--- src/rtl/u8dc_pkg.sv ---
// shared types, constants and helpers for the utf8 decoder with cursor
// no dependencies
package u8dc_pkg;

  localparam int unsigned CoordBitsDefault = 16;
  localparam int unsigned CoordOutBits     = 16;
  localparam int unsigned AttrBits         = 16;
  localparam int unsigned CodeBits         = 32;

  localparam logic [15:0] AttrMask  = (AttrBits >= 16) ? 16'hFFFF :
                                      16'((32'd1 << AttrBits) - 32'd1);
  localparam logic [7:0]  NewlineByte = 8'h0A;
  localparam logic [5:0]  ContMask    = 6'h3F;
  localparam logic [7:0]  LeadMask    = 8'hFF;
  localparam int unsigned ContShift   = 6;

  // input word
  typedef struct packed {
    logic [7:0]  text_byte;
    logic [15:0] attr_in;
  } u8dc_in_t;

  // result word
  typedef struct packed {
    logic [15:0] col;
    logic [15:0] row;
    logic [31:0] code_point;
    logic [15:0] attr_out;
  } u8dc_out_t;

  // count of leading ones of a byte, 0 to 8
  function automatic logic [3:0] leading_ones(input logic [7:0] b);
    logic [3:0] n;
    logic       run;
    n   = 4'd0;
    run = 1'b1;
    for (int i = 7; i >= 0; i--) begin
      run = run & b[i];
      if (run) begin
        n = n + 4'd1;
      end
    end
    return n;
  endfunction

endpackage

--- src/rtl/u8dc_in_reg.sv ---
// input register stage of the utf8 decoder
// depends on u8dc_pkg for the input word type
module u8dc_in_reg (
  input  logic               clk_i,
  input  logic               rst_ni,
  input  logic               valid_i,
  output logic               stall_o,
  input  u8dc_pkg::u8dc_in_t data_i,
  input  logic               ready_i,
  output logic               valid_o,
  output u8dc_pkg::u8dc_in_t data_o
);
  import u8dc_pkg::*;

  logic     valid_q;
  u8dc_in_t data_q;
  logic     accept;
  logic     take;

  // hold the word while the decoder cannot take it
  assign take    = valid_q & ready_i;
  assign stall_o = valid_q & ~ready_i;
  assign accept  = valid_i & ~stall_o;

  always_ff @(posedge clk_i or negedge rst_ni) begin
    if (!rst_ni) begin
      valid_q <= 1'b0;
    end else if (accept) begin
      valid_q <= 1'b1;
    end else if (take) begin
      valid_q <= 1'b0;
    end
  end

  // payload, no reset
  always_ff @(posedge clk_i) begin
    if (accept) begin
      data_q <= data_i;
    end
  end

  assign valid_o = valid_q;
  assign data_o  = data_q;

endmodule

--- src/rtl/u8dc_decode.sv ---
// utf8 sequence decoder and text cursor state
// depends on u8dc_pkg for word types, constants and leading_ones
module u8dc_decode #(
  parameter int unsigned COORD_BITS = u8dc_pkg::CoordBitsDefault
) (
  input  logic                clk_i,
  input  logic                rst_ni,
  input  logic                fire_i,
  input  u8dc_pkg::u8dc_in_t  data_i,
  output logic                emit_o,
  output u8dc_pkg::u8dc_out_t res_o
);
  import u8dc_pkg::*;

  logic [COORD_BITS-1:0] col_q, col_d;
  logic [COORD_BITS-1:0] row_q, row_d;
  logic [2:0]            pend_q, pend_d;
  logic [CodeBits-1:0]   code_q, code_d;

  logic [7:0]            b;
  logic [3:0]            n_ones;
  logic [7:0]            lead_bits;
  logic                  emit_c;
  logic [CodeBits-1:0]   emit_code;
  logic [31:0]           col_wide;
  logic [31:0]           row_wide;

  assign b         = data_i.text_byte;
  assign n_ones    = leading_ones(b);
  assign lead_bits = b & (LeadMask >> n_ones);

  // next state and result for the byte in the input register
  always_comb begin
    col_d     = col_q;
    row_d     = row_q;
    pend_d    = pend_q;
    code_d    = code_q;
    emit_c    = 1'b0;
    emit_code = code_q;
    if (pend_q != 3'd0) begin
      // continuation, taken whatever its value
      code_d    = (code_q << ContShift) | CodeBits'(b[5:0] & ContMask);
      pend_d    = pend_q - 3'd1;
      emit_c    = (pend_d == 3'd0);
      emit_code = code_d;
    end else if (b == NewlineByte) begin
      col_d = '0;
      row_d = row_q + COORD_BITS'(1);
    end else if (!b[7]) begin
      emit_c    = 1'b1;
      emit_code = CodeBits'(b);
    end else begin
      // lead byte, lone continuation emits at once
      code_d    = CodeBits'(lead_bits);
      emit_code = code_d;
      if (n_ones <= 4'd1) begin
        emit_c = 1'b1;
      end else begin
        pend_d = 3'(n_ones - 4'd1);
      end
    end
    if (emit_c) begin
      col_d = col_q + COORD_BITS'(1);
    end
  end

  always_ff @(posedge clk_i or negedge rst_ni) begin
    if (!rst_ni) begin
      col_q  <= '0;
      row_q  <= '0;
      pend_q <= '0;
      code_q <= '0;
    end else if (fire_i) begin
      col_q  <= col_d;
      row_q  <= row_d;
      pend_q <= pend_d;
      code_q <= code_d;
    end
  end

  // result word at the current cursor
  assign col_wide = 32'(col_q);
  assign row_wide = 32'(row_q);

  always_comb begin
    res_o.col        = col_wide[CoordOutBits-1:0];
    res_o.row        = row_wide[CoordOutBits-1:0];
    res_o.code_point = emit_code;
    res_o.attr_out   = data_i.attr_in & AttrMask;
  end

  assign emit_o = fire_i & emit_c;

endmodule

--- src/rtl/u8dc_out_reg.sv ---
// result register with skid stage of the utf8 decoder
// depends on u8dc_pkg for the result word type
module u8dc_out_reg (
  input  logic                clk_i,
  input  logic                rst_ni,
  input  logic                push_i,
  input  u8dc_pkg::u8dc_out_t data_i,
  output logic                ready_o,
  output logic                valid_o,
  input  logic                stall_i,
  output u8dc_pkg::u8dc_out_t data_o
);
  import u8dc_pkg::*;

  logic      out_valid_q;
  logic      skid_valid_q;
  u8dc_out_t out_q;
  u8dc_out_t skid_q;
  logic      pop;

  assign pop     = out_valid_q & ~stall_i;
  assign ready_o = ~skid_valid_q;

  // valid flags
  always_ff @(posedge clk_i or negedge rst_ni) begin
    if (!rst_ni) begin
      out_valid_q  <= 1'b0;
      skid_valid_q <= 1'b0;
    end else if (push_i) begin
      if (!out_valid_q || pop) begin
        out_valid_q <= 1'b1;
      end else begin
        skid_valid_q <= 1'b1;
      end
    end else if (pop) begin
      if (skid_valid_q) begin
        skid_valid_q <= 1'b0;
      end else begin
        out_valid_q <= 1'b0;
      end
    end
  end

  // payload, no reset
  always_ff @(posedge clk_i) begin
    if (push_i) begin
      if (!out_valid_q || pop) begin
        out_q <= data_i;
      end else begin
        skid_q <= data_i;
      end
    end else if (pop && skid_valid_q) begin
      out_q <= skid_q;
    end
  end

  assign valid_o = out_valid_q;
  assign data_o  = out_q;

endmodule

--- src/rtl/utf8_decode_with_cursor_top.sv ---
// top level of the utf8 decoder with text cursor
// depends on u8dc_pkg, u8dc_in_reg, u8dc_decode and u8dc_out_reg
//
// usage:
//   input channel valid_i / stall_o / data_i carries one text byte and its
//   attribute word per word; a word is taken when valid_i is high and
//   stall_o is low.
//   output channel valid_o / stall_i / data_o carries one decoded character
//   with its cursor column, row and attribute; it moves when valid_o is high
//   and stall_i is low.
//   an input word goes through the input register and then the result
//   register; one byte is taken every cycle while stall_o is low, with a single
//   decode step between the input register and the result register.
//   newlines and all but the last byte of a multi-byte sequence give no result word.
//   reset clears the cursor to row 0, column 0 and drops any pending
//   sequence and any held words.
//   when the receiver stalls, the result waits in the output register and
//   one more fits in the skid stage; after that stall_o rises and the input
//   word holds in the input register.
module utf8_decode_with_cursor_top #(
  parameter int unsigned COORD_BITS = u8dc_pkg::CoordBitsDefault
) (
  input  logic                clk_i,
  input  logic                rst_ni,
  input  logic                valid_i,
  output logic                stall_o,
  input  u8dc_pkg::u8dc_in_t  data_i,
  output logic                valid_o,
  input  logic                stall_i,
  output u8dc_pkg::u8dc_out_t data_o
);
  import u8dc_pkg::*;

  logic      in_valid;
  u8dc_in_t  in_word;
  logic      out_ready;
  logic      fire;
  logic      emit;
  u8dc_out_t res;

  // input register
  u8dc_in_reg u_in_reg (
    .clk_i   (clk_i),
    .rst_ni  (rst_ni),
    .valid_i (valid_i),
    .stall_o (stall_o),
    .data_i  (data_i),
    .ready_i (out_ready),
    .valid_o (in_valid),
    .data_o  (in_word)
  );

  assign fire = in_valid & out_ready;

  // decode and cursor
  u8dc_decode #(
    .COORD_BITS (COORD_BITS)
  ) u_decode (
    .clk_i  (clk_i),
    .rst_ni (rst_ni),
    .fire_i (fire),
    .data_i (in_word),
    .emit_o (emit),
    .res_o  (res)
  );

  // result register with skid
  u8dc_out_reg u_out_reg (
    .clk_i   (clk_i),
    .rst_ni  (rst_ni),
    .push_i  (emit),
    .data_i  (res),
    .ready_o (out_ready),
    .valid_o (valid_o),
    .stall_i (stall_i),
    .data_o  (data_o)
  );

endmodule

--- config.mk ---
export PLATFORM = sky130hd
export DESIGN_NAME = utf8_decode_with_cursor_top
export DESIGN_NICKNAME = d
export VERILOG_FILES = /design/src/rtl/u8dc_pkg.sv /design/src/rtl/u8dc_in_reg.sv /design/src/rtl/u8dc_decode.sv /design/src/rtl/u8dc_out_reg.sv /design/src/rtl/utf8_decode_with_cursor_top.sv
export SDC_FILE = /design/constraint.sdc
export NUM_CORES = 1
export LEC_CHECK = 0
export ABC_AREA = 0
export BUFFER_PORTS_ARGS = -buffer_cell sky130_fd_sc_hd__buf_2
export CAP_MARGIN = 20
export CORE_MARGIN = 1.5
export CORE_UTILIZATION = 30
export DETAILED_ROUTE_END_ITERATION = 7
export HOLD_SLACK_MARGIN = 0.05
export PLACE_DENSITY = 0.55
export REMOVE_ABC_BUFFERS = 1
export SLEW_MARGIN = 20
export SYNTH_ARGS = -nofsm -noshare
export SYNTH_HDL_FRONTEND = slang
export SYNTH_HIERARCHICAL = 1
export SYNTH_SLANG_ARGS = --single-unit
--- constraint.sdc ---
create_clock -name clk_i -period 10.86 [get_ports clk_i]
set_input_delay 2.172 -clock clk_i [delete_from_list [all_inputs] [get_ports clk_i]]
set_output_delay 2.172 -clock clk_i [all_outputs]
set_load 0.05 [all_outputs]
* Word level (Yosys, flattened, before mapping)
Index checks and enable logic that the tools add are counted.
Word-level totals: bits in registers 254, output and inout bits 82, logic and storage cells 111
Cells by class: $add $sub $neg 11, order comparisons 1, equal/unequal tests 7, shift-type cells 1, mux-type cells 37, bitwise operators 19, reductions and logical operators 18
Operators with widths (count):
- two-way mux 80 bit | 3
- two-way mux 32 bit | 5
- two-way mux 16 bit | 3
- adder 16 x 1 -> 16 bit, second input constant | 2
- OR 32 x 6 -> 32 bit | 1
- adder 4 x 1 -> 4 bit, second input constant | 7
- two-way mux 4 bit | 7
- two-way mux 1 bit | 14
- AND 1 bit | 12
- two-way mux 3 bit | 4
- AND reduction 3 bit | 4
- nonzero test 2 bit | 5
- AND 8 bit | 1
- equality test 8 x 4 -> 1 bit, second input constant | 1
- two-way mux 8 bit | 1
- != test 2 x 1 -> 1 bit, second input constant | 4
- right shift 8 x 4 -> 8 bit, first input constant | 1
- AND reduction 2 bit | 3
- subtractor 3 x 1 -> 3 bit, second input constant | 2
- inverter 1 bit | 5
- <= comparator 4 x 1 -> 1 bit, second input constant | 1
- != test 2 bit, second input constant | 2
- AND reduction 4 bit | 1
- zero test 3 bit | 1
- 4 further kinds | 4

* Logic depth before layout (Yosys ltp)
Gate-level depths: netlist (run 1).
depth in word-level cells 23, gate-level depth with buffers 23, gate-level depth less buffers 19

* By module
The synthesis (run 1) kept the hierarchy.
Modules (own cells, without submodules):
- u8dc_out_reg | times used 1, cells an instance 261, area each 6152.2 µm², seq. area each 4854.7 µm²
- u8dc_decode | times used 1, cells an instance 465, area each 4062.6 µm², seq. area each 1676.6 µm²
- u8dc_in_reg | times used 1, cells an instance 29, area each 778.2 µm², seq. area each 745.7 µm²
- utf8_decode_with_cursor_top | times used 1, cells an instance 1, area each 6.3 µm², seq. area each 0.0 µm²

* Least setup slack after synthesis (run 1)
OpenSTA, ideal clock, no wires.
kind reg2reg, start reg u_in_reg.data_q, in the netlist u_in_reg/data_o[23], end reg u_out_reg.out_q, in the netlist u_out_reg/data_o[0], enable pin, setup time 0.544 ns, arrival 7.944 ns, slack 2.372 ns, stages on the path, launching flop included 24, path buffers 4, period minus slack after synthesis 8.488 ns, cells stage by stage edfxtp_1 clkbuf_1 nand2_1 inv_1 ha_1 nand2_1 a31oi_1 ha_1 a21oi_1 o21ai_0 ha_1 mux2_2 a21oi_1 o21a_1 ha_1 nor2_1 nor2_1 a31oi_4 buf_4 nor2_1 buf_6 buf_6 a21oi_1 a21oi_1
Between the ends: word-level cells in the longest chain between the ends 23, elaborated cells on any way between the ends 32, those cells by class add/sub (7); order compare (1); eq/ne (2); mux (12); bitwise (8); reduce/logical (2)
Ends and longest elaborated chain:
- start, declared | RTL line u8dc_in_reg.sv:16 | u8dc_in_t data_q;
- start signal, assigned | RTL line u8dc_in_reg.sv:38 | data_q <= data_i;
- two-way mux 1 bit | RTL line u8dc_pkg.sv:39 | if (run) begin
- adder 4 x 1 -> 4 bit | RTL line u8dc_pkg.sv:40 | n = n + 4'd1;
- two-way mux 4 bit | RTL line u8dc_pkg.sv:39
- adder 4 x 1 -> 4 bit | RTL line u8dc_pkg.sv:40
- two-way mux 4 bit | RTL line u8dc_pkg.sv:39
- adder 4 x 1 -> 4 bit | RTL line u8dc_pkg.sv:40
- two-way mux 4 bit | RTL line u8dc_pkg.sv:39
- adder 4 x 1 -> 4 bit | RTL line u8dc_pkg.sv:40
- (+8 left out)
- two-way mux 1 bit | RTL line u8dc_decode.sv:56 | if (n_ones <= 4'd1) begin
- two-way mux 1 bit | RTL line u8dc_decode.sv:49 | end else if (!b[7]) begin
- two-way mux 1 bit * | RTL line u8dc_decode.sv:46 | end else if (b == NewlineByte) begin
- two-way mux 1 bit * | RTL line u8dc_decode.sv:40 | if (pend_q != 3'd0) begin
- AND 1 bit * | RTL line u8dc_decode.sv:92 | assign emit_o = fire_i & emit_c;
- net emit | RTL line utf8_decode_with_cursor_top.sv:38 | logic emit;
- != test 2 x 1 -> 1 bit (no source line) or nonzero test 2 bit (tied branches)
- AND reduction 2 bit (no source line) *
- end signal, assigned | RTL line u8dc_out_reg.sv:48 | out_q <= data_i;
- end signal, assigned | RTL line u8dc_out_reg.sv:53 | out_q <= skid_q;
- end, declared | RTL line u8dc_out_reg.sv:17 | u8dc_out_t out_q;
The timed path passes the listed nets; every way through them passes the cells marked *. A chain may end at the register's enable or synchronous reset.

* Final worst setup path (run 1)
start reg u_in_reg.data_q, in the netlist u_in_reg/data_o[23], end reg u_out_reg/skid_q[12] in the netlist's numbering, enable pin
Between the ends: word-level cells in the longest chain between the ends 22, elaborated cells on any way between the ends 30, those cells by class add/sub (7); order compare (1); eq/ne (1); mux (12); bitwise (8); reduce/logical (1)
Ends and longest elaborated chain:
- two-way mux 1 bit | RTL line u8dc_pkg.sv:39
- adder 4 x 1 -> 4 bit | RTL line u8dc_pkg.sv:40
- two-way mux 4 bit | RTL line u8dc_pkg.sv:39
- adder 4 x 1 -> 4 bit | RTL line u8dc_pkg.sv:40
- two-way mux 4 bit | RTL line u8dc_pkg.sv:39
- adder 4 x 1 -> 4 bit | RTL line u8dc_pkg.sv:40
- two-way mux 4 bit | RTL line u8dc_pkg.sv:39
- adder 4 x 1 -> 4 bit | RTL line u8dc_pkg.sv:40
- (+7 left out)
- <= comparator 4 x 1 -> 1 bit | RTL line u8dc_decode.sv:56
- two-way mux 1 bit | RTL line u8dc_decode.sv:56
- two-way mux 1 bit | RTL line u8dc_decode.sv:49
- two-way mux 1 bit * | RTL line u8dc_decode.sv:46
- two-way mux 1 bit * | RTL line u8dc_decode.sv:40
- AND 1 bit * | RTL line u8dc_decode.sv:92
- net emit | RTL line utf8_decode_with_cursor_top.sv:38
- AND reduction 2 bit (no source line) *
- end signal, assigned | RTL line u8dc_out_reg.sv:50 | skid_q <= data_i;
- end, declared | RTL line u8dc_out_reg.sv:18 | u8dc_out_t skid_q;
Marks and branches as above.

==> results.toml, run 1 <==
[outcome]
status = "complete, no violations"

[layout]
num-nets-final = 895
register_area_sq_um = 7280
nFillCells = 3458
final_layout_size_suffix_gt1_share_pct = 29.1
final_area_sq_um = 12700
syn2layout_area_growth_pct = 15.9
multiInputGateArea_sq_um = 3380
final_cell_mix = "edfxtp_1, buf_2, nand2_1"
stdcell_count = 1335
final_common_cell = "edfxtp_1"

[die]
rows = 69
num_io_pins = 110
die_area_sq_um = 37800
start_util_pct = 30.7
die_y_um = 194
dieWidth_um = 194
core_sq_um = 35800

[grt]
grt_pass1_wl_mm = 35.0
track_usage_pct = 11.5
grt_overflow = 0
grt_max_degree = 71
first_global_vias = 6098
antenna_found_initial = 3

[timing]
finalMaxSlewViolations = 0
min_period_ns = 6.41
setup_slack_ns = 4.45
grt_setup_unrepaired = "no"
worst_slew_pin_slew_ns = 0.971
tns_ns = 0
setup_viol = 0
relSlewSlack_pct = 35.3
fin_worst_skew_ns = 0.00842
finalHoldViolCount = 0
clock.fmax_mhz = 156
fin_crit_sh_pct = 59.0

[clock_network]
cts_hold_buffers = 0
cts_root_buffer = "clkbuf_16"
cts_sinks = 254
cts_buffers = 27
cts-resized-gates = 0
clock_latency_ns = 0.52
path_clk_slew_ns = 0.06
cts_tree = "built"
cts_buffer_depth = 3
post-cts-setup-buffer-count = 0
h-tree-depth = 1

[yosys]
ys_seq_elements = 254
synth.distinct_cells = 57
syn_inst = 756
syn_area_sq_um = 11000
synth.area.top_cells = "edfxtp_1, dfrtp_1, mux2_4, nand2_1, o21ai_0"
yosys_warnings = 6
yosysSeqAreaShare_pct = 66.2
synth-edff-count = 184
synth_top_cell_by_area = "edfxtp_1"
ys_async_sr_fraction_pct = 27.6
synth-main-ff-cell = "edfxtp_1"
synth_top_area_share_pct = 50.2
syn_avg_cell_area_sq_um = 14.5

[power_and_ir_drop]
pwr-share-seq_pct = 39.7
power_density_nw_per_um2 = 296
combPwrFrac_pct = 37.3
leakage_nw = 4.94
p_int_w = 0.00232
pwr-share-clk_pct = 23.0
ir_drop_uv = 101
p_total_w = 0.00378
swShare_pct = 38.6
switchingPower_w = 0.00146

[placed_design]
dp.cells = 1286
port_buffers = 109
dpl_worst_slack_ns = 4.36
routabilityCongestion = 0.759
place_area_sq_um = 11900
dp_hpwl_mm = 13.6

[routing]
vias_per_cell = 4.62
drtAntennaViolNets = 0
vias = 6165
finalWirelength_mm = 22.1
firstDrtPassIters = 4
dr.first_iter.drc_count = 373
drcViolationCount = 0
wire_per_inst_um = 16.5

[worst_setup_path]
crit_path_end = "u_out_reg/skid_q[12]$_DFFE_PP_"
rrSetupSlack_ns = 4.45
path_max_fanout = 58
reg2reg_to = "u_out_reg/skid_q[12]$_DFFE_PP_"
worstReg2RegStart = "u_in_reg/data_o[23]$_DFFE_PP_"
crit_arrival_ns = 6.55
critPathRequiredTime_ns = 11.00
startpoint = "u_in_reg/data_o[23]$_DFFE_PP_"
worst_setup_path_end_kind = "register"
critPathLaunchType = "register"
rr_worst_depth = 20
path_class = "reg2reg"

[run]
cap_viol_max_count = 0

[hold_path]
hold_path_class = "reg2reg"
==> worst min path at each step <==
stage                                      to  cells past startpoint                          start  slack, ns
2_1_floorplan   u_out_reg/skid_q[0]$_DFFE_PP_                      0   u_in_reg/data_o[0]$_DFFE_PP_       0.42
3_3_place_gp    u_out_reg/skid_q[1]$_DFFE_PP_                      0   u_in_reg/data_o[1]$_DFFE_PP_       0.43
3_5_place_dp    u_out_reg/skid_q[1]$_DFFE_PP_                      0   u_in_reg/data_o[1]$_DFFE_PP_       0.44
4_1_cts         u_out_reg/skid_q[4]$_DFFE_PP_                      0   u_in_reg/data_o[4]$_DFFE_PP_       0.45
5_1_grt        u_out_reg/skid_q[14]$_DFFE_PP_                      0  u_in_reg/data_o[14]$_DFFE_PP_       0.46
6_report        u_out_reg/skid_q[4]$_DFFE_PP_                      0   u_in_reg/data_o[4]$_DFFE_PP_       0.45
==> critical path: stages (launching register included) <==
cell      delay, ns
edfxtp_1       0.54
nand2_1        0.19
inv_1          0.06
ha_1           0.36
nand2_1        0.07
a31oi_1        0.23
ha_1           0.29
a21oi_1        0.16
o21ai_0        0.11
ha_1           0.30
mux2_2         0.26
a21oi_1        0.14
o21a_1         0.26
ha_1           0.23
nor2_1         0.05
nor2_1         0.26
a31oi_4        0.27
nor2_4         0.16
buf_4          0.69
and3_4         0.57
buf_4          0.69
==> power groups by stage <==
stage | logic, W | registers (W) | clock network [W]
floorplan | 0.000712 | 0.00196 | 0
global placement | 0.00142 | 0.00152 | 0
detailed placement | 0.00143 | 0.00152 | 0
CTS | 0.00144 | 0.00150 | 0.000905
global route | 0.00152 | 0.00153 | 0.000939
finish | 0.00141 | 0.00150 | 0.000870
==> registers in the layout, summed over array words and instances, names as in the netlist <==
signal,cells
u_out_reg/skid_q,80
u_decode/pend_q,3
u_in_reg/data_o,24
u_out_reg/skid_valid_q,1
u_out_reg/valid_o,1
u_out_reg/data_o,80
u_decode/code_q,32
u_decode/row_q,16
u_decode/col_q,16
u_in_reg/valid_o,1
==> per-stage QoR <==
stage | utilization (%) | hold WS [ns]
floorplan | - | 0.420
global placement | 33.2 | 0.433
detailed placement | 33.2 | 0.437
CTS | 35.6 | 0.452
global route | 35.6 | 0.460
finish | 35.6 | 0.449
==> routing by layer <==
metal | vias up | part of all wire, % | GRT usage, %
met4 | 4 | 1.6 | 3.01
met2 | 133 | 46 | 18.2
met5 | - | 0.12 | 0
met3 | 28 | 5.9 | 2.90
li1 | 3003 | - | -
met1 | 2997 | 47 | 15.6
==> cell families after synthesis <==
group                    synth area share [%]
multiplexers                             11.5
adder cells (fa/ha/maj)                  1.48
flip-flops                               66.2
AO/OA/AOI/OAI                            7.97
buffers and inverters                    3.45
AND/OR/NAND/NOR                          8.04
XOR/XNOR                                 1.43
==> cell type report <==
cell class / instances / area share [%]
multi-input cells: 435 / 26.5
repair buffers: 118 / 4.83
diodes: 1 / 0.0196
clock buffers: 36 / 5.64
inverters: 18 / 0.530
flip-flops and latches: 254 / 57.1
well taps: 461 / 4.52
clock inverters: 12 / 0.864
==> synthesized netlist by cell type (5+ instances only) <==
library cell / number
and3_1: 12
nand3_1: 19
o31ai_1: 8
buf_6: 8
nand2_1: 85
buf_4: 17
mux2_2: 16
xnor2_1: 14
nor2_1: 19
dfrtp_1: 70
inv_1: 16
clkbuf_1: 19
ha_1: 13
a21oi_1: 27
o21ai_0: 48
nor3_1: 5
a22o_1: 25
nand4_1: 6
mux2_4: 68
mux2i_1: 6
or3_1: 7
edfxtp_1: 184
Power figures use the tool's default switching activity.
==> run 2: changes to the inputs <==
==> constraint.sdc (replaced) <==
create_clock -name clk_i -period 6.1 [get_ports clk_i]
set_input_delay 1.22 -clock clk_i [delete_from_list [all_inputs] [get_ports clk_i]]
set_output_delay 1.22 -clock clk_i [all_outputs]
set_load 0.05 [all_outputs]
==> results.toml, run 2 (synthesis gave the netlist of run 1 again) <==
[worst_setup_path]
startpoint = "u_in_reg/data_o[23]$_DFFE_PP_"
path_class = "reg2reg"
critPathRequiredTime_ns = 6.37
worstReg2RegStart = "u_in_reg/data_o[23]$_DFFE_PP_"
crit_path_frequent_cell = "ha_1"
critical_path.cell_chain = "nand2_1, inv_1, ha_1, nand2_1, a31oi_1, ha_1, a21oi_1, o21ai_0, ha_1, mux2_2, a21oi_1, o21a_1, ha_1, nor2_1, nor2_1, a31oi_4, nor2_4, buf_12, mux2_2"
path_max_fanout = 82
critical_path.slowest_cell = "edfxtp_1"
worst_setup_path_end_kind = "register"
max_stage_delay_ns = 0.54
critPathLaunchType = "register"
crit_path_end = "u_out_reg/data_o[3]$_DFFE_PP_"
reg2reg_to = "u_out_reg/data_o[3]$_DFFE_PP_"
crit_arrival_ns = 5.50
rrSetupSlack_ns = 0.86
rr_worst_depth = 19

[layout]
final_common_cell = "edfxtp_1"
num_antenna_cells = 0
fin_util_pct = 35.8
final_layout_size_suffix_gt1_share_pct = 29.8
final_cell_mix = "edfxtp_1, buf_2, nand2_1"
nFillCells = 3420
num-nets-final = 897
syn2layout_area_growth_pct = 16.7

[timing]
setup_slack_ns = 0.865
clock.fmax_mhz = 191
relSlewSlack_pct = 35.4
setup_viol = 0
fin_crit_sh_pct = 85.8
finalMaxSlewViolations = 0
finalHoldViolCount = 0
hold_ws_ns = 0.450
fin_worst_skew_ns = 0.0148
min_period_ns = 5.24
tns_ns = 0
worst_slew_pin_slew_ns = 0.970
grt_setup_unrepaired = "no"

[routing]
finalWirelength_mm = 21.5
vias_per_cell = 4.66
vias = 6226
drtAntennaViolNets = 0
firstDrtPassIters = 4
drcViolationCount = 0
wire_per_inst_um = 16.1
dr.first_iter.drc_count = 273

[power_and_ir_drop]
pwr-share-seq_pct = 39.4
ir_drop_uv = 319
p_int_w = 0.00418
power_density_nw_per_um2 = 528
pwr-share-clk_pct = 23.6
switchingPower_w = 0.00259
p_total_w = 0.00678
combPwrFrac_pct = 37.0
leakage_nw = 4.98
swShare_pct = 38.3

[run]
cap_viol_max_count = 0

[clock_network]
cts_root_buffer = "clkbuf_16"
path_clk_slew_ns = 0.06
cts-resized-gates = 0
clock_latency_ns = 0.53
cts_buffers = 27
post-cts-setup-buffer-count = 0
h-tree-depth = 1
cts_sinks = 254
cts_tree = "built"
cts_buffer_depth = 3
cts_hold_buffers = 0

[die]
num_io_pins = 110
start_util_pct = 30.7
dieWidth_um = 194
core_sq_um = 35800
die_area_sq_um = 37800
die_y_um = 194
rows = 69

[grt]
grt_max_degree = 83
grt_pass1_wl_mm = 34.7
antenna_found_initial = 1
grt_overflow = 0
first_global_vias = 6337
track_usage_pct = 11.4

[hold_path]
holdPathStages = 0
hold_path_class = "reg2reg"

[placed_design]
routabilityCongestion = 0.783
dp_hpwl_mm = 13.2
dpl_worst_slack_ns = 0.910
port_buffers = 109

[outcome]
status = "complete, no violations"
-- run 2: cell count changes in the layout (fill, tap and decap cells not counted), sizes merged --
cell / delta
diode: -1
clkinvlp: +2
clkinv: -1
buf: +2
-- run 2: metal layers --
metal / GRT usage [%] / up-vias / wire length, um
met4: 3.79 / 2 / 492
met2: 18.3 / 126 / 10000
met1: 15.3 / 3073 / 9910
li1: - / 2989 / -
met5: 0 / - / 13
met3: 2.39 / 36 / 1080
-- run 2: cell type report --
class	instances	area, sq um	area share [%]
sequential	254	7280	56.7
multi-input combinational	435	3380	26.3
clock buffer	36	749	5.84
timing repair buffer	120	672	5.23
tap	461	577	4.49
clock inverter	13	121	0.945
inverter	18	67.6	0.526
-- run 2: worst max-delay path: cells and delay by family, from the launching register on --
kind | cells | cell delay (ns)
and+or+nand+nor | 5 | 0.78
buffers and inverters | 2 | 0.56
AOI/OAI and AO/OA | 6 | 1.16
adders and majority gates | 4 | 1.17
DFF | 1 | 0.54
muxes | 2 | 0.67
-- run 2: worst min path at each step --
stage                                  startpoint                              to  slack [ns]
floorplan            u_in_reg/data_o[0]$_DFFE_PP_   u_out_reg/skid_q[0]$_DFFE_PP_        0.42
global placement     u_in_reg/data_o[0]$_DFFE_PP_   u_out_reg/skid_q[0]$_DFFE_PP_        0.44
detailed placement   u_in_reg/data_o[1]$_DFFE_PP_   u_out_reg/skid_q[1]$_DFFE_PP_        0.44
CTS                 u_in_reg/data_o[14]$_DFFE_PP_  u_out_reg/skid_q[14]$_DFFE_PP_        0.45
global route        u_in_reg/data_o[14]$_DFFE_PP_  u_out_reg/skid_q[14]$_DFFE_PP_        0.46
finish              u_in_reg/data_o[12]$_DFFE_PP_  u_out_reg/skid_q[12]$_DFFE_PP_        0.45
-- run 2: stage by stage --
step / instances / instance area [sq um]
after floorplan: 707 / 10700
final: 1337 / 12800
after CTS: 1336 / 12800
after detailed placement: 1287 / 12000
after global routing: 1337 / 12800
after global placement: 1287 / 12000
-- run 2: power by group through the flow --
| stage | registers, W | logic, W | clock network (W) |
|---|---|---|---|
| 2_1_floorplan | 0.00350 | 0.00127 | 0 |
| 3_3_place_gp | 0.00271 | 0.00253 | 0 |
| 3_5_place_dp | 0.00271 | 0.00255 | 0 |
| 4_1_cts | 0.00268 | 0.00256 | 0.00166 |
| 5_1_grt | 0.00273 | 0.00270 | 0.00173 |
| 6_report | 0.00267 | 0.00251 | 0.00160 |
==> run 3: changes to the inputs <==
--- a/config.mk
+++ b/config.mk
@@ -12,7 +12,7 @@
 export CORE_UTILIZATION = 30
 export DETAILED_ROUTE_END_ITERATION = 7
 export HOLD_SLACK_MARGIN = 0.05
-export PLACE_DENSITY = 0.55
+export PLACE_DENSITY = 0.56
 export REMOVE_ABC_BUFFERS = 1
 export SLEW_MARGIN = 20
 export SYNTH_ARGS = -nofsm -noshare
==> results.toml, run 3 (synthesis gave the netlist of run 1 again) <==
[placed_design]
dp.cells = 1289
dp_hpwl_mm = 13.8
port_buffers = 109
routabilityCongestion = 0.771
dpl_worst_slack_ns = 0.777
place_area_sq_um = 12000

[layout]
final_layout_size_suffix_gt1_share_pct = 29.2
stdcell_count = 1342
multiInputGateArea_sq_um = 3380
register_area_sq_um = 7280
syn2layout_area_growth_pct = 16.9
final_cell_mix = "edfxtp_1, buf_2, nand2_1"
nFillCells = 3383
final_common_cell = "edfxtp_1"
num-nets-final = 899
final_area_sq_um = 12900

[clock_network]
clock_latency_ns = 0.54
cts_sinks = 254
cts_root_buffer = "clkbuf_16"
cts-resized-gates = 0
cts_buffers = 28
path_clk_slew_ns = 0.06
cts_buffer_depth = 3
post-cts-setup-buffer-count = 0
cts_tree = "built"
cts_hold_buffers = 0
h-tree-depth = 1

[die]
core_sq_um = 35800
dieWidth_um = 194
die_area_sq_um = 37800
start_util_pct = 30.7
die_y_um = 194
num_io_pins = 110
rows = 69

[power_and_ir_drop]
ir_drop_uv = 278
leakage_nw = 4.98
power_density_nw_per_um2 = 529

[grt]
track_usage_pct = 11.5
antenna_found_initial = 0
grt_max_degree = 71
first_global_vias = 6147
grt_overflow = 0
grt_pass1_wl_mm = 34.7

[worst_setup_path]
path_max_fanout = 20
reg2reg_to = "u_out_reg/skid_q[52]$_DFFE_PP_"
rrSetupSlack_ns = 0.74
rr_worst_depth = 20
crit_path_end = "u_out_reg/skid_q[52]$_DFFE_PP_"
critPathLaunchType = "register"
path_class = "reg2reg"
startpoint = "u_in_reg/data_o[23]$_DFFE_PP_"
crit_arrival_ns = 5.58
worst_setup_path_end_kind = "register"
worstReg2RegStart = "u_in_reg/data_o[23]$_DFFE_PP_"
critPathRequiredTime_ns = 6.32

[timing]
finalMaxSlewViolations = 0
fin_worst_skew_ns = 0.0134
finalHoldViolCount = 0
worst_slew_pin_slew_ns = 0.946
min_period_ns = 5.36
tns_ns = 0
hold_ws_ns = 0.455
relSlewSlack_pct = 36.9
grt_setup_unrepaired = "no"
clock.fmax_mhz = 187
setup_slack_ns = 0.739
setup_viol = 0
fin_crit_sh_pct = 87.9

[routing]
drcViolationCount = 0
drtAntennaViolNets = 0
firstDrtPassIters = 4
dr.first_iter.drc_count = 442
vias = 6191
wire_per_inst_um = 16.3
vias_per_cell = 4.61
finalWirelength_mm = 21.9

[outcome]
status = "complete, no violations"

[hold_path]
hold_path_class = "reg2reg"

[run]
cap_viol_max_count = 0
[run 3: cell types whose count changed in the layout (fill, tap and decap cells not counted), sizes merged]
| cell | before | now |
|---|---|---|
| clkbuf | 36 | 46 |
| clkinv | 10 | 5 |
| buf | 120 | 121 |
| bufinv | 2 | 1 |
| clkinvlp | 2 | 1 |
| diode | 0 | 1 |
[run 3: through the flow]
step                power, W  utilization (%)
global placement     0.00523             33.4
finish               0.00680             35.9
global route         0.00716             35.9
CTS                  0.00690             35.9
detailed placement   0.00528             33.4
floorplan            0.00476                -
[run 3: layer usage]
metal | wire, um | vias to the layer above | GRT usage (%)
met5 | 0 | - | 0
met3 | 1010 | 32 | 2.01
met1 | 10500 | 3027 | 16.2
met2 | 9930 | 127 | 17.7
li1 | - | 3005 | -
met4 | 455 | 0 | 3.96
[run 3: cell type report]
type,instances,share of cell area [%]
Timing Repair Buffer,121,5.26
Clock inverter,6,0.438
Tap cell,461,4.49
Sequential cell,254,56.6
Inverter,18,0.526
Multi-Input combinational cell,435,26.3
Antenna cell,1,0.0195
Clock buffer,46,6.37
[run 3: worst min-delay path by stage]
stage / start / to / slack, ns / cells past startpoint
after floorplan: u_in_reg/data_o[0]$_DFFE_PP_ / u_out_reg/skid_q[0]$_DFFE_PP_ / 0.42 / 0
after global placement: u_in_reg/data_o[9]$_DFFE_PP_ / u_out_reg/skid_q[9]$_DFFE_PP_ / 0.43 / 0
after detailed placement: u_in_reg/data_o[2]$_DFFE_PP_ / u_out_reg/skid_q[2]$_DFFE_PP_ / 0.44 / 0
after CTS: u_in_reg/data_o[5]$_DFFE_PP_ / u_out_reg/skid_q[5]$_DFFE_PP_ / 0.46 / 0
after global routing: u_in_reg/data_o[13]$_DFFE_PP_ / u_out_reg/skid_q[13]$_DFFE_PP_ / 0.46 / 0
final: u_in_reg/data_o[2]$_DFFE_PP_ / u_out_reg/skid_q[2]$_DFFE_PP_ / 0.45 / 0
[run 3: critical path, stage by stage, from the launching register on]
cell	delay [ns]
edfxtp_1	0.54
nand2_1	0.18
inv_1	0.06
ha_1	0.35
nand2_1	0.07
a31oi_1	0.23
ha_1	0.29
a21oi_1	0.15
o21ai_0	0.11
ha_1	0.31
mux2_2	0.26
a21oi_1	0.17
o21a_1	0.26
ha_1	0.23
nor2_1	0.05
nor2_1	0.27
a31oi_4	0.27
nor2_4	0.19
buf_4	0.26
and3_4	0.46
buf_4	0.32
[run 3: report_power, final]
part           switching (W)  internal (W)  leakage (nW)
logic                0.00174      0.000790          1.95
clock network       0.000647      0.000954         0.423
registers           0.000216       0.00245          2.61
total                0.00260       0.00419          4.98
